File: src/rtl/token_scanner_assert.svh
`ifndef TOKEN_SCANNER_ASSERT_SVH
`define TOKEN_SCANNER_ASSERT_SVH
// implication checked on every edge out of reset
`define TS_ASSERT_IMP(lbl, a, c) \
  lbl: assert property (@(posedge clk) disable iff (!rst_n) (a) |-> (c)) \
    else $error("assertion failed");
// implication with the consequent checked in the next cycle
`define TS_ASSERT_NXT(lbl, a, c) \
  lbl: assert property (@(posedge clk) disable iff (!rst_n) (a) |=> (c)) \
    else $error("assertion failed");
`endif

File: src/rtl/tsc_pkg.sv
package tsc_pkg;

  localparam int unsigned COMMENT_DEPTH_MAX = 15;
  localparam int unsigned KEYWORD_CHARS = 9;
  localparam int unsigned NUM_KEYWORDS = 20;
  localparam logic [15:0] LEN_MAX = 16'hFFFF;
  localparam logic [62:0] MASK63 = {63{1'b1}};
  // decimal overflow bound: acc * 10 + d fits iff acc < LIMIT or (acc == LIMIT and d <= REM)
  localparam logic [62:0] DEC_LIMIT = MASK63 / 63'd10;
  localparam logic [62:0] DEC_REM = MASK63 % 63'd10;

  typedef struct packed {
    logic [7:0] char_code;
    logic       end_of_input;
  } tsc_in_t;

  typedef struct packed {
    logic [5:0]  token_kind;
    logic [3:0]  error_code;
    logic [62:0] int_value;
    logic [31:0] token_start;
    logic [15:0] token_length;
    logic        last_of_run;
  } tsc_out_t;

  typedef enum logic [3:0] {
    M_IDLE, M_WORD, M_REAL, M_COLON, M_LPAREN, M_COMMENT, M_CSTAR, M_CLPAREN
  } scan_mode_t;

  typedef enum logic [2:0] {
    R_INT, R_FRAC, R_ESTART, R_ESIGN, R_EDIG, R_BAD5, R_BAD7
  } real_check_t;

  localparam logic [5:0] K_EOF = 6'd0;
  localparam logic [5:0] K_IDENT = 6'd1;
  localparam logic [5:0] K_INT = 6'd2;
  localparam logic [5:0] K_REAL = 6'd3;
  localparam logic [5:0] K_KW0 = 6'd4;
  localparam logic [5:0] K_SEMI = 6'd24;
  localparam logic [5:0] K_DOT = 6'd25;
  localparam logic [5:0] K_BECOMES = 6'd26;
  localparam logic [5:0] K_COLON = 6'd27;
  localparam logic [5:0] K_COMMA = 6'd28;
  localparam logic [5:0] K_TIMES = 6'd29;
  localparam logic [5:0] K_EQUAL = 6'd30;
  localparam logic [5:0] K_PLUS = 6'd31;
  localparam logic [5:0] K_MINUS = 6'd32;
  localparam logic [5:0] K_SLASH = 6'd33;
  localparam logic [5:0] K_AND = 6'd34;
  localparam logic [5:0] K_LPAREN = 6'd35;
  localparam logic [5:0] K_RPAREN = 6'd36;
  localparam logic [5:0] K_ERROR = 6'd37;

  localparam logic [3:0] E_NONE = 4'd0;
  localparam logic [3:0] E_BADCHAR = 4'd1;
  localparam logic [3:0] E_DECDIG = 4'd2;
  localparam logic [3:0] E_HEXDIG = 4'd3;
  localparam logic [3:0] E_REALDOT = 4'd4;
  localparam logic [3:0] E_REALE = 4'd5;
  localparam logic [3:0] E_REALEXP = 4'd6;
  localparam logic [3:0] E_REALCH = 4'd7;
  localparam logic [3:0] E_EOFCMT = 4'd8;
  localparam logic [3:0] E_NEST = 4'd9;
  localparam logic [3:0] E_OVERFLOW = 4'd10;

  typedef logic [KEYWORD_CHARS*8-1:0] kw_t;

  // spelling packed first char at the low byte, length alongside
  function automatic kw_t kw_text(input int unsigned i);
    kw_t t;
    t = '0;
    unique case (i)
      0: t = kw_t'("NIGEB");
      1: t = kw_t'("TSNOC");
      2: t = kw_t'("VID");
      3: t = kw_t'("OD");
      4: t = kw_t'("ESLE");
      5: t = kw_t'("FISLE");
      6: t = kw_t'("DNE");
      7: t = kw_t'("ESLAF");
      8: t = kw_t'("FI");
      9: t = kw_t'("TROPMI");
      10: t = kw_t'("DOM");
      11: t = kw_t'("ELUDOM");
      12: t = kw_t'("LIN");
      13: t = kw_t'("ERUDECORP");
      14: t = kw_t'("RO");
      15: t = kw_t'("NEHT");
      16: t = kw_t'("EURT");
      17: t = kw_t'("EPYT");
      18: t = kw_t'("RAV");
      default: t = kw_t'("ELIHW");
    endcase
    return t;
  endfunction

  function automatic logic [3:0] kw_len(input int unsigned i);
    logic [3:0] n;
    unique case (i)
      0, 1, 7, 19: n = 4'd5;
      2, 6, 10, 12, 18: n = 4'd3;
      3, 8, 14: n = 4'd2;
      4, 15, 16, 17: n = 4'd4;
      5: n = 4'd5;
      9, 11: n = 4'd6;
      13: n = 4'd9;
      default: n = 4'd5;
    endcase
    return n;
  endfunction

  function automatic logic is_digit(input logic [7:0] c);
    return c >= "0" && c <= "9";
  endfunction

  function automatic logic is_alnum(input logic [7:0] c);
    return is_digit(c) || (c >= "A" && c <= "Z") || (c >= "a" && c <= "z");
  endfunction

endpackage

File: src/rtl/token_scanner.sv
// output: results of an accepted beat are registered straight into the output register
// throughput: one input beat per cycle while the output is taken; a beat causing two
//   results keeps the second in the extra slot, and input is held off while it waits
// reset: rst_n synchronous, active low; scanner idle, position zero, not halted
module token_scanner (
  input  logic              clk,
  input  logic              rst_n,
  input  logic              in_valid,
  output logic              in_ready,
  input  tsc_pkg::tsc_in_t  in_data,
  output logic              out_valid,
  input  logic              out_ready,
  output tsc_pkg::tsc_out_t out_data
);
  import tsc_pkg::*;
  `include "token_scanner_assert.svh"

  scan_mode_t  mode_r, mode_nxt;
  real_check_t rc_r, rc_nxt;
  kw_t         ident_r, ident_nxt;
  logic [15:0] len_r, len_nxt;
  logic [62:0] dec_r, dec_nxt, hex_r, hex_nxt;
  logic        dov_r, dov_nxt, hov_r, hov_nxt;
  logic        f_nondec_r, f_nondec_nxt, f_badhex_r, f_badhex_nxt;
  logic        f_lasth_r, f_lasth_nxt, f_digit_r, f_digit_nxt;
  logic [3:0]  fault_r, fault_nxt;
  logic [3:0]  depth_r, depth_nxt;
  logic [31:0] pos_r, pos_nxt, start_r, start_nxt;
  logic        halt_r, halt_nxt;

  // output: main register plus a second slot for the second result
  tsc_out_t o0_r, o1_r;
  logic     v0_r, v1_r;

  logic       kw_hit;
  logic [4:0] kw_idx;

  tsc_keyword_match u_kw (
    .chars   (ident_r),
    .run_len (len_r),
    .hit     (kw_hit),
    .index   (kw_idx)
  );

  logic     acc;
  tsc_out_t r [2];
  logic [1:0] n;
  logic [7:0] c;

  assign in_ready = !v1_r && (!v0_r || out_ready);
  assign acc = in_valid && in_ready;
  assign c = in_data.char_code;

  always_comb begin
    logic [62:0] d;
    logic [3:0]  k_fault;
    logic        emit_tok;
    logic [5:0]  tk;
    logic [62:0] tv;
    logic        do_idle;

    mode_nxt = mode_r; rc_nxt = rc_r; ident_nxt = ident_r; len_nxt = len_r;
    dec_nxt = dec_r; hex_nxt = hex_r; dov_nxt = dov_r; hov_nxt = hov_r;
    f_nondec_nxt = f_nondec_r; f_badhex_nxt = f_badhex_r;
    f_lasth_nxt = f_lasth_r; f_digit_nxt = f_digit_r;
    fault_nxt = fault_r; depth_nxt = depth_r; pos_nxt = pos_r;
    start_nxt = start_r; halt_nxt = halt_r;
    n = '0;
    r[0] = '0; r[1] = '0;
    d = '0; k_fault = E_NONE; emit_tok = 1'b0;
    tk = K_EOF; tv = '0; do_idle = 1'b0;

    // pending token on termination (word, real)
    if (!halt_r && (in_data.end_of_input || !(
        (mode_r == M_WORD && (is_alnum(c) || (c == "." && f_digit_r))) ||
        (mode_r == M_REAL && (c == "." || is_digit(c) || c == "+" || c == "-" || c == "E")))))
    begin
      if (mode_r == M_WORD) begin
        emit_tok = 1'b1; tv = '0;
        if (len_r <= 16'(KEYWORD_CHARS) && kw_hit) tk = K_KW0 + 6'(kw_idx);
        else if (!f_digit_r) tk = K_IDENT;
        else if (f_lasth_r) begin
          if (f_badhex_r) k_fault = E_HEXDIG;
          else if (hov_r) k_fault = E_OVERFLOW;
          else begin tk = K_INT; tv = hex_r; end
        end else begin
          if (f_nondec_r) k_fault = E_DECDIG;
          else if (dov_r) k_fault = E_OVERFLOW;
          else begin tk = K_INT; tv = dec_r; end
        end
      end else if (mode_r == M_REAL) begin
        emit_tok = 1'b1; tk = K_REAL;
        if (f_nondec_r) k_fault = E_REALDOT;
        else begin
          unique case (rc_r)
            R_FRAC, R_EDIG: k_fault = E_NONE;
            R_ESTART, R_ESIGN: k_fault = E_REALEXP;
            R_BAD5: k_fault = E_REALE;
            default: k_fault = E_REALCH;
          endcase
        end
      end
    end

    if (halt_r) begin
      r[0] = '{K_ERROR, fault_r, 63'd0, start_r, len_r, 1'b0};
      n = 2'd1;
    end else if (emit_tok) begin
      if (k_fault != E_NONE) begin
        r[0] = '{K_ERROR, k_fault, 63'd0, start_r, len_r, 1'b0};
        n = 2'd1; halt_nxt = 1'b1; fault_nxt = k_fault;
      end else begin
        r[0] = '{tk, E_NONE, tv, start_r, len_r, 1'b0};
        n = 2'd1;
        if (in_data.end_of_input) begin
          r[1] = '{K_EOF, E_NONE, 63'd0, pos_r, 16'd0, 1'b0};
          n = 2'd2; mode_nxt = M_IDLE;
        end else do_idle = 1'b1;
      end
      if (!in_data.end_of_input) pos_nxt = pos_r + 32'd1;
    end else if (in_data.end_of_input) begin
      unique case (mode_r)
        M_COLON, M_LPAREN: begin
          r[0] = '{(mode_r == M_COLON) ? K_COLON : K_LPAREN, E_NONE, 63'd0, start_r,
                   16'd1, 1'b0};
          r[1] = '{K_EOF, E_NONE, 63'd0, pos_r, 16'd0, 1'b0};
          n = 2'd2; mode_nxt = M_IDLE;
        end
        M_COMMENT, M_CSTAR, M_CLPAREN: begin
          r[0] = '{K_ERROR, E_EOFCMT, 63'd0, start_r, len_r, 1'b0};
          n = 2'd1; halt_nxt = 1'b1; fault_nxt = E_EOFCMT;
        end
        default: begin
          r[0] = '{K_EOF, E_NONE, 63'd0, pos_r, 16'd0, 1'b0};
          n = 2'd1; mode_nxt = M_IDLE;
        end
      endcase
    end else begin
      pos_nxt = pos_r + 32'd1;
      unique case (mode_r)
        M_WORD: begin
          if (is_alnum(c)) begin
            // add char to the running word
            if (len_r < 16'(KEYWORD_CHARS)) ident_nxt[len_r[3:0]*8 +: 8] = c;
            if (len_r != LEN_MAX) len_nxt = len_r + 16'd1;
            f_lasth_nxt = 1'b0;
            if (f_lasth_r) f_badhex_nxt = 1'b1;
            if (is_digit(c)) begin
              d = 63'(c - 8'h30);
              if (!dov_r) begin
                if (dec_r > DEC_LIMIT || (dec_r == DEC_LIMIT && d > DEC_REM)) dov_nxt = 1'b1;
                else dec_nxt = 63'(dec_r * 10) + d;
              end
              if (!hov_r) begin
                if (hex_r > ((MASK63 - d) >> 4)) hov_nxt = 1'b1;
                else hex_nxt = {hex_r[58:0], 4'h0} + d;
              end
            end else begin
              f_nondec_nxt = 1'b1;
              if (c >= "A" && c <= "F") begin
                d = 63'(c - 8'h37);
                if (!hov_r) begin
                  if (hex_r > ((MASK63 - d) >> 4)) hov_nxt = 1'b1;
                  else hex_nxt = {hex_r[58:0], 4'h0} + d;
                end
              end else if (c == "H") f_lasth_nxt = 1'b1;
              else f_badhex_nxt = 1'b1;
            end
          end else begin
            mode_nxt = M_REAL; rc_nxt = R_FRAC;
            if (len_r != LEN_MAX) len_nxt = len_r + 16'd1;
          end
        end
        M_REAL: begin
          unique case (rc_r)
            R_INT: if (c == ".") rc_nxt = R_FRAC; else if (!is_digit(c)) rc_nxt = R_BAD5;
            R_FRAC: if (c == "E") rc_nxt = R_ESTART; else if (!is_digit(c)) rc_nxt = R_BAD5;
            R_ESTART:
              if (c == "+" || c == "-") rc_nxt = R_ESIGN;
              else rc_nxt = is_digit(c) ? R_EDIG : R_BAD7;
            R_ESIGN, R_EDIG: rc_nxt = is_digit(c) ? R_EDIG : R_BAD7;
            default: rc_nxt = rc_r;
          endcase
          if (len_r != LEN_MAX) len_nxt = len_r + 16'd1;
        end
        M_COLON: begin
          if (c == "=") begin
            r[0] = '{K_BECOMES, E_NONE, 63'd0, start_r, 16'd2, 1'b0};
            n = 2'd1; mode_nxt = M_IDLE;
          end else begin
            r[0] = '{K_COLON, E_NONE, 63'd0, start_r, 16'd1, 1'b0};
            n = 2'd1; do_idle = 1'b1;
          end
        end
        M_LPAREN: begin
          if (c == "*") begin
            mode_nxt = M_COMMENT; depth_nxt = 4'd1; len_nxt = 16'd2;
          end else begin
            r[0] = '{K_LPAREN, E_NONE, 63'd0, start_r, 16'd1, 1'b0};
            n = 2'd1; do_idle = 1'b1;
          end
        end
        M_COMMENT, M_CSTAR, M_CLPAREN: begin
          if (len_r != LEN_MAX) len_nxt = len_r + 16'd1;
          if (c == "(") mode_nxt = M_CLPAREN;
          else if (c == "*" && mode_r == M_CLPAREN) begin
            if (depth_r >= 4'(COMMENT_DEPTH_MAX)) begin
              r[0] = '{K_ERROR, E_NEST, 63'd0, start_r, len_nxt, 1'b0};
              n = 2'd1; halt_nxt = 1'b1; fault_nxt = E_NEST;
            end else begin
              depth_nxt = depth_r + 4'd1; mode_nxt = M_COMMENT;
            end
          end else if (c == "*") mode_nxt = M_CSTAR;
          else if (c == ")" && mode_r == M_CSTAR) begin
            depth_nxt = (depth_r > 4'd0) ? depth_r - 4'd1 : 4'd0;
            mode_nxt = (depth_nxt == 4'd0) ? M_IDLE : M_COMMENT;
          end else mode_nxt = M_COMMENT;
        end
        default: do_idle = 1'b1;
      endcase
    end

    // idle handling of a byte, possibly appended after a first result
    if (do_idle) begin
      mode_nxt = M_IDLE;
      if (c > 8'h20) begin
        if (is_alnum(c)) begin
          mode_nxt = M_WORD; start_nxt = pos_r; len_nxt = 16'd1;
          dec_nxt = '0; hex_nxt = '0; dov_nxt = 1'b0; hov_nxt = 1'b0;
          rc_nxt = R_INT;
          f_digit_nxt = is_digit(c); f_nondec_nxt = !is_digit(c);
          f_lasth_nxt = (c == "H"); f_badhex_nxt = 1'b0;
          ident_nxt[7:0] = c;
          if (is_digit(c)) begin
            dec_nxt = 63'(c - 8'h30); hex_nxt = 63'(c - 8'h30);
          end else if (c >= "A" && c <= "F") hex_nxt = 63'(c - 8'h37);
          else if (c != "H") f_badhex_nxt = 1'b1;
        end else if (c == ":" || c == "(") begin
          mode_nxt = (c == ":") ? M_COLON : M_LPAREN;
          start_nxt = pos_r; len_nxt = 16'd1;
        end else begin
          unique case (c)
            ";": tk = K_SEMI;
            ".": tk = K_DOT;
            ",": tk = K_COMMA;
            "*": tk = K_TIMES;
            "=": tk = K_EQUAL;
            "+": tk = K_PLUS;
            "-": tk = K_MINUS;
            "/": tk = K_SLASH;
            "&": tk = K_AND;
            ")": tk = K_RPAREN;
            default: tk = K_ERROR;
          endcase
          if (tk == K_ERROR) begin
            start_nxt = pos_r; len_nxt = 16'd1;
            halt_nxt = 1'b1; fault_nxt = E_BADCHAR;
            r[n[0]] = '{K_ERROR, E_BADCHAR, 63'd0, pos_r, 16'd1, 1'b0};
          end else r[n[0]] = '{tk, E_NONE, 63'd0, pos_r, 16'd1, 1'b0};
          n = n + 2'd1;
        end
      end
    end

    if (n == 2'd2) r[1].last_of_run = 1'b1;
    else r[0].last_of_run = 1'b1;
  end

  always_ff @(posedge clk) begin
    if (!rst_n) begin
      mode_r <= M_IDLE; rc_r <= R_INT; len_r <= '0; dec_r <= '0; hex_r <= '0;
      dov_r <= 1'b0; hov_r <= 1'b0; f_nondec_r <= 1'b0; f_badhex_r <= 1'b0;
      f_lasth_r <= 1'b0; f_digit_r <= 1'b0; fault_r <= E_NONE; depth_r <= '0;
      pos_r <= '0; start_r <= '0; halt_r <= 1'b0; v0_r <= 1'b0; v1_r <= 1'b0;
    end else begin
      if (acc) begin
        mode_r <= mode_nxt; rc_r <= rc_nxt; len_r <= len_nxt; dec_r <= dec_nxt;
        hex_r <= hex_nxt; dov_r <= dov_nxt; hov_r <= hov_nxt;
        f_nondec_r <= f_nondec_nxt; f_badhex_r <= f_badhex_nxt;
        f_lasth_r <= f_lasth_nxt; f_digit_r <= f_digit_nxt; fault_r <= fault_nxt;
        depth_r <= depth_nxt; pos_r <= pos_nxt; start_r <= start_nxt;
        halt_r <= halt_nxt;
      end
      if (acc) begin
        v0_r <= n != 2'd0;
        v1_r <= n == 2'd2;
      end else if (out_valid && out_ready) begin
        if (v1_r) v1_r <= 1'b0;
        else v0_r <= 1'b0;
      end
    end
  end

  // payload
  always_ff @(posedge clk) begin
    if (acc) begin
      ident_r <= ident_nxt;
      o0_r <= r[0];
      o1_r <= r[1];
    end else if (out_valid && out_ready && v1_r) begin
      o0_r <= o1_r;
    end
  end

  assign out_valid = v0_r;
  assign out_data = o0_r;

  `TS_ASSERT_IMP(a_second_needs_first, v1_r, v0_r)
  `TS_ASSERT_IMP(a_no_accept_with_pair, v1_r, !in_ready)
  `TS_ASSERT_NXT(a_halt_sticks, halt_r, halt_r)
  `TS_ASSERT_IMP(a_depth_bound, 1'b1, depth_r <= 4'(COMMENT_DEPTH_MAX))

endmodule

File: src/rtl/tsc_keyword_match.sv
module tsc_keyword_match (
  input  tsc_pkg::kw_t        chars,
  input  logic [15:0]         run_len,
  output logic                hit,
  output logic [4:0]          index
);
  import tsc_pkg::*;

  logic [7:0] c_byte [KEYWORD_CHARS];
  logic [NUM_KEYWORDS-1:0] m;

  always_comb begin
    kw_t        kt;
    logic [3:0] kl;
    kt = '0;
    kl = '0;
    for (int i = 0; i < KEYWORD_CHARS; i++) c_byte[i] = chars[i*8 +: 8];
    for (int k = 0; k < NUM_KEYWORDS; k++) begin
      kt = kw_text(k);
      kl = kw_len(k);
      m[k] = (run_len == {12'd0, kl});
      for (int i = 0; i < KEYWORD_CHARS; i++) begin
        if (i < kl && c_byte[i] != kt[i*8 +: 8]) m[k] = 1'b0;
      end
    end
  end

  always_comb begin
    index = '0;
    for (int k = NUM_KEYWORDS - 1; k >= 0; k--) begin
      if (m[k]) index = 5'(k);
    end
  end

  assign hit = |m;

endmodule
File: config.mk
export PLATFORM = sky130hd
export DESIGN_NAME = token_scanner
export DESIGN_NICKNAME = d
export VERILOG_FILES = /design/src/rtl/tsc_pkg.sv /design/src/rtl/token_scanner.sv /design/src/rtl/tsc_keyword_match.sv
export VERILOG_INCLUDE_DIRS = /design/src /design/src/rtl
export SDC_FILE = /design/constraint.sdc
export NUM_CORES = 2
export LEC_CHECK = 0
export BUFFER_PORTS_ARGS = -buffer_cell sky130_fd_sc_hd__buf_2
export CORE_MARGIN = 3
export CORE_UTILIZATION = 50
export DETAILED_ROUTE_END_ITERATION = 10
export GPL_ROUTABILITY_DRIVEN = 0
export PLACE_DENSITY = 0.67
export SLEW_MARGIN = 20
export SYNTH_ARGS = -nofsm -noshare
export SYNTH_HDL_FRONTEND = slang
export SYNTH_SLANG_ARGS = --single-unit
File: constraint.sdc
create_clock -name clk -period 9.9 [get_ports clk]
set_clock_uncertainty 0.05 [all_clocks]
set_input_delay 0.99 -clock clk [delete_from_list [all_inputs] [get_ports clk]]
set_output_delay 0.99 -clock clk [all_outputs]
set_load 0.02 [all_outputs]
Yosys cells after proc, flatten, opt, wreduce, memory -nomap -nowiden. Cells that the tools add are included.

Latch bits: 0. ROM bits: 0. Flip-flop bits (word level): 546. Memories: 0. RAM bits: 0. Logic and storage cells: 616.

Bitwise gates (word level): 4. $lt $le $gt $ge: 18. Add/sub/neg operators: 14. Shift operators: 2. Multipliers: 1. Reduce and logical (&&, ||, !) cells: 58. Eq/ne operators: 107. Mux-type cells: 380. Divide/modulo/power cells: 0.

Operators with widths (count): $mux W63 (37); $mux W122 (12); $mux W244 (6); $bwmux W244 (2); $ne A8 B7 Y1 const B (57); $pmux W122 S3 (1); $pmux W122 S2 (1); $add A63 B63 Y63 (3); $mux W4 (44); $mux W1 (175); $mux W16 (10); $mux W49 (3); $gt A63 B59 Y1 (2); $sub A63 B63 Y63 const A (2); $demux W122 S1 (1); $mux W117 (1); $mux W5 (20); $eq A8 B6 Y1 const B (12); $mux W32 (3); $bwmux W72 (1); $mux W8 (9); $shift A8 B34 Y72 const A (1); $shiftx A8 B34 Y72 (1); $eq A63 B60 Y1 const B (1); 74 further kinds (179).

Longest topological paths before layout.
Depth after elaboration: 41. Mapped depth: 29. Gate-level depth less buffers: 28.

Hierarchy. A second synthesis with hierarchy kept.

Cell total of the unflattened synthesis: 4692. Area, all modules: 38394.3 um^2.

Modules (own cells, without submodules): token_scanner (area an instance 37198.2 um^2, cells an instance 4530, instances 1); tsc_keyword_match (area an instance 1196.1 um^2, cells an instance 162, instances 1).

Least setup slack after synthesis. No wires, ideal clock.

Path type: input-to-reg. Start: input in_data[8] in the netlist's numbering. End: register dec_r[59]. Arrival time: 8.964 ns. Setup time: 0.126 ns. Stages on the path: 17. Setup slack: 0.760 ns. Cell sequence: or2_2 clkbuf_1 nor2_1 ha_1 clkbuf_1 a21o_1 a21o_1 a21oi_1 o21ai_0 a21o_1 a2111oi_0 a2111oi_0 a211oi_1 o21ai_0 a221oi_1 xor2_1 o21ai_0.

Cells in the longest elaborated chain, start to end: 17. Elaborated cells between the ends (all ways): 57.

Ends and longest elaborated chain: from (decl) (RTL line token_scanner.sv:10) `input tsc_pkg::tsc_in_t in_data,`; parallel branches: the longest is 16 deep, another holds $gt A63 B3 Y1; $mux W63 * (RTL line token_scanner.sv:224) `if (do_idle) begin`; to (signal assigned) (RTL line token_scanner.sv:277) `mode_r <= mode_nxt; rc_r <= rc_nxt; len_r <= len_nxt; dec_r <= dec_nxt;`; to (decl) (RTL line token_scanner.sv:22) `logic [62:0] dec_r, dec_nxt, hex_r, hex_nxt;`.

Mark *: on every way between the ends. A chain may end at the register's enable or synchronous reset.

Worst setup path in the final report.
Start: register dec_r[1]. End: register dec_r[59].

Cells in the longest elaborated chain, start to end: 14. Elaborated cells between the ends (all ways): 17.

Ends and longest elaborated chain: parallel branches: the longest is 3 deep, another holds $mul A63 B3 Y62; $mux W63 * (RTL line token_scanner.sv:151) `if (dec_r > DEC_LIMIT || (dec_r == DEC_LIMIT && d > DEC_REM)) dov_nxt = 1'b1;`; $mux W63 * (RTL line token_scanner.sv:150) `if (!dov_r) begin`; $mux W63 * (RTL line token_scanner.sv:148) `if (is_digit(c)) begin`; $mux W63 * (RTL line token_scanner.sv:142) `if (is_alnum(c)) begin`; $mux W63 * (RTL line token_scanner.sv:140) `unique case (mode_r)`; $mux W63 * (RTL line token_scanner.sv:121) `end else if (in_data.end_of_input) begin`; $mux W63 * (RTL line token_scanner.sv:108) `end else if (emit_tok) begin`; $mux W63 * (RTL line token_scanner.sv:105) `if (halt_r) begin`; $mux W63 (RTL line token_scanner.sv:227) `if (is_alnum(c)) begin`; $mux W63 (RTL line token_scanner.sv:226) `if (c > 8'h20) begin`; $mux W63 * (RTL line token_scanner.sv:224).

Marked as above.

==> metrics.txt <==
worst IR drop on VDD 0.149 mV; setup repair after global routing missed its margin no; final routed wirelength across all metal layers 129000 um; worst hold-check slack 0.432 ns; Max Clock Freq 0.133 GHz; run status finished, final reports clean; post-synthesis cell area 37400 sq um; clock insertion delay at the later pin of the skew report 0.64 ns; Setup Crit Path Kind flop to flop; first-pass GRT wire length 198000 um; DIE HEIGHT 279 um; cell count after synthesis 4538; I/O pins 137; die area 78100 sq um; sum of negative setup slack 0 ns; fraction of final layout cells sized beyond drive strength 1 7.96%; leading register cell type out of synthesis sky130_fd_sc_hd__edfxtp_1; number of buffer cells added on primary ports 136; most common cell after layout, fill and taps aside sky130_fd_sc_hd__nor2_1; Worst Setup End Kind flop; count of routing violations after the opening detailed-route iteration 4177; final critical delay including setup and external delays 7.52 ns; synth-to-layout area growth 8.69%; max-slew violations 0; effective utilization at floorplan 50.8%; final-report setup violation count 0; detail-routed net length per standard cell 23.4 um; part of the power in the clock network 40.7%; crit path launch type flop; Psw 1640 uW; Slew headroom 22.6%; via count normalized by instance count 6.62; LEAKAGE 0.0171 uW; Avg Inst Size Synth 8.24 sq um; flops & latches, synth 463; Synth top area share 18.8%; slew at the pin closest to its max-slew limit 1.15 ns; overall global routing resource usage 31.8%; number of H-tree levels 2; Max Fanout on Critical Path 9; worst endpoint required time 10.33 ns; syn nets 4873; max-cap violation count 0; remaining global-route overflow 0; Async SR Flop Fraction 0%; proportion of power drawn by combinational gates 18.5%; number of antenna violations at the first check in global routing 3; cell accounting for the most synthesized area sky130_fd_sc_hd__edfxtp_1; CTS tree built; number of synthesized flops with an enable pin 234; Final ANT Viol Nets 0; CP Data Arrival Time 7.96 ns; via count 36500; instance count after placement with tap cells included 5415; number of buffers created by CTS 54; Clock Path Buffers 3; switching power share of the total 30.7%; number of core rows 99; number of sinks handled by clock tree synthesis 463; Pre-antenna DRT Iters 8; Cell variety after synth 99; register clock-pin slew on the reported worst setup and hold paths 0.06 ns; core region area 73600 sq um; type of the tightest min-delay check flop to flop; ratio of total power to cell area 131 nW/um^2; final worst path period share 76.0%; PostCTS Resize Cnt 0; total internal power 3700 uW; clk root buf sky130_fd_sc_hd__clkbuf_16; post-CTS setup buffer count 0; number of endpoints with negative hold slack in the final report 0; fraction of the yosys area taken by sequential cells 31.1%; Detailed Place HPWL 94800 um; drt drc 0; final net count 4848; leading post-synthesis cells by cell area sky130_fd_sc_hd__edfxtp_1, sky130_fd_sc_hd__dfxtp_1, sky130_fd_sc_hd__ha_1, sky130_fd_sc_hd__a21oi_1, sky130_fd_sc_hd__nor2_1; overall die width 279 um; Post-CTS Hold Fix Bufs 0; pin count of the biggest net entering global routing 83; sequential cell fraction of total power 40.8%; most used cells in the layout excluding fill and tap cells sky130_fd_sc_hd__nor2_1, sky130_fd_sc_hd__a21oi_1, sky130_fd_sc_hd__nand2_1, sky130_fd_sc_hd__ha_1, sky130_fd_sc_hd__o21ai_0; vias in the first global route 34200; count of non-filler cells in the finished layout 5520; number of warnings issued by yosys 0
==> through the flow <==
| stage | setup slack (ns) | cell area, sq um | utilization (%) | total power [uW] |
|---|---|---|---|---|
| 6_report | 2.38 | 40600 | 55.2 | 5340 |
| 5_1_grt | 1.80 | 40600 | 55.2 | 5510 |
| 4_1_cts | 2.54 | 40600 | 55.2 | 5340 |
| 3_5_place_dp | 2.61 | 38700 | 52.6 | 3170 |
| 3_3_place_gp | 2.96 | 38700 | 52.6 | 3170 |
| 2_1_floorplan | 0.760 | 37400 | - | 2880 |
==> critical path, cell delays in order, from the launching register on <==
cell and delay (ns):
sky130_fd_sc_hd__dfxtp_1 0.38, sky130_fd_sc_hd__ha_1 0.31, sky130_fd_sc_hd__ha_1 0.17, sky130_fd_sc_hd__inv_1 0.06
sky130_fd_sc_hd__fa_1 0.39, sky130_fd_sc_hd__nand2b_1 0.18, sky130_fd_sc_hd__a21oi_1 0.18, sky130_fd_sc_hd__o2111ai_1 0.21
sky130_fd_sc_hd__a21boi_0 0.62, sky130_fd_sc_hd__a31oi_1 0.27, sky130_fd_sc_hd__o21ai_0 0.33, sky130_fd_sc_hd__nand3_1 0.15
sky130_fd_sc_hd__a31oi_1 0.18, sky130_fd_sc_hd__nor2_1 0.08, sky130_fd_sc_hd__o221ai_1 0.20, sky130_fd_sc_hd__a21oi_1 0.11
sky130_fd_sc_hd__xnor2_1 0.13, sky130_fd_sc_hd__ha_1 0.41, sky130_fd_sc_hd__a21oi_1 0.21, sky130_fd_sc_hd__o21ai_0 0.15
sky130_fd_sc_hd__a2111oi_0 0.84, sky130_fd_sc_hd__a2111oi_0 0.27, sky130_fd_sc_hd__buf_4 0.22, sky130_fd_sc_hd__a211oi_1 0.37
sky130_fd_sc_hd__o21ai_0 0.24, sky130_fd_sc_hd__a221oi_1 0.38, sky130_fd_sc_hd__xor2_1 0.19, sky130_fd_sc_hd__o21ai_0 0.09
==> cells in the mapped netlist (all sizes together) (39+ instances only) <==
library cell  count
xor2             97
mux2i            41
nand4            87
nand2           335
o21bai           39
inv             145
ha              318
nor2b            73
a31oi            50
a21oi           422
o21a             45
o21ai           307
edfxtp          234
and3             53
a21o            154
dfxtp           229
and2             68
nand3           120
xnor2           153
nor2            485
clkbuf          236
nor3            116
a22oi            87
==> per-layer routing <==
metal  track usage [%]  vias up  part of all wire, %  wire length [um]
li1                  -    17000                    -                 -
met1              41.2    17200                   41             52500
met2              51.0     1874                   44             57400
met3              6.60      442                  9.5             12300
met4              15.1        8                  5.3              6870
met5                 0        -                0.038                49
==> power by group through the flow <==
stage / clock network [uW] / registers (uW) / logic, uW
3_5_place_dp: 0 / 2220 / 959
3_3_place_gp: 0 / 2220 / 955
2_1_floorplan: 0 / 2270 / 612
6_report: 2170 / 2180 / 985
4_1_cts: 2200 / 2180 / 964
5_1_grt: 2270 / 2190 / 1060
==> worst paths after layout <==
path                                              start  cells after the start  slack (ns)                 endpoint
worst max-delay path              dec_r[1]$_SDFFE_PN0P_                     27        2.38   dec_r[59]$_SDFFE_PN0P_
worst min-delay path            fault_r[1]$_SDFFE_PN0P_                      2        0.43  fault_r[1]$_SDFFE_PN0P_
worst max register to register    dec_r[1]$_SDFFE_PN0P_                     27        2.38   dec_r[59]$_SDFFE_PN0P_
worst min register to register  fault_r[1]$_SDFFE_PN0P_                      2        0.43  fault_r[1]$_SDFFE_PN0P_
==> cell type report <==
class / instances / area [sq um]
Clock buffer: 60 / 1370
Multi-Input combinational cell: 3670 / 24300
Antenna cell: 3 / 7.51
Timing Repair Buffer: 179 / 1030
Inverter: 145 / 549
Clock inverter: 41 / 542
Sequential cell: 463 / 11600
Fill cell: 6867 / 32900
Tap cell: 959 / 1200
==> cells by family (layout without fill, tap and decap cells) <==
kind of cell	Yosys count	count (layout)	synth area share (%)
and+or+nand+nor	1550	1550	20.4
xor gates and xnor gates	251	251	5.92
DFF	463	463	31.1
adders and majority gates	323	323	10.9
buffers and inverters	405	425	4.17
AOI/OAI and AO/OA	1497	1497	26.2
other	0	3	0
muxes	49	49	1.34
==> sequential cells by signal, indices dropped and copies added (netlist names) <==
register,cells
out_valid,1
ident_r,72
v1_r,1
start_r,32
hex_r,63
pos_r,32
o1_r,40
f_badhex_r,1
depth_r,4
rc_r,3
f_digit_r,1
dov_r,1
len_r,16
halt_r,1
hov_r,1
f_lasth_r,1
mode_r,3
fault_r,4
f_nondec_r,1
out_data,122
dec_r,63
Note: power is estimated with default switching activity, not from simulation.
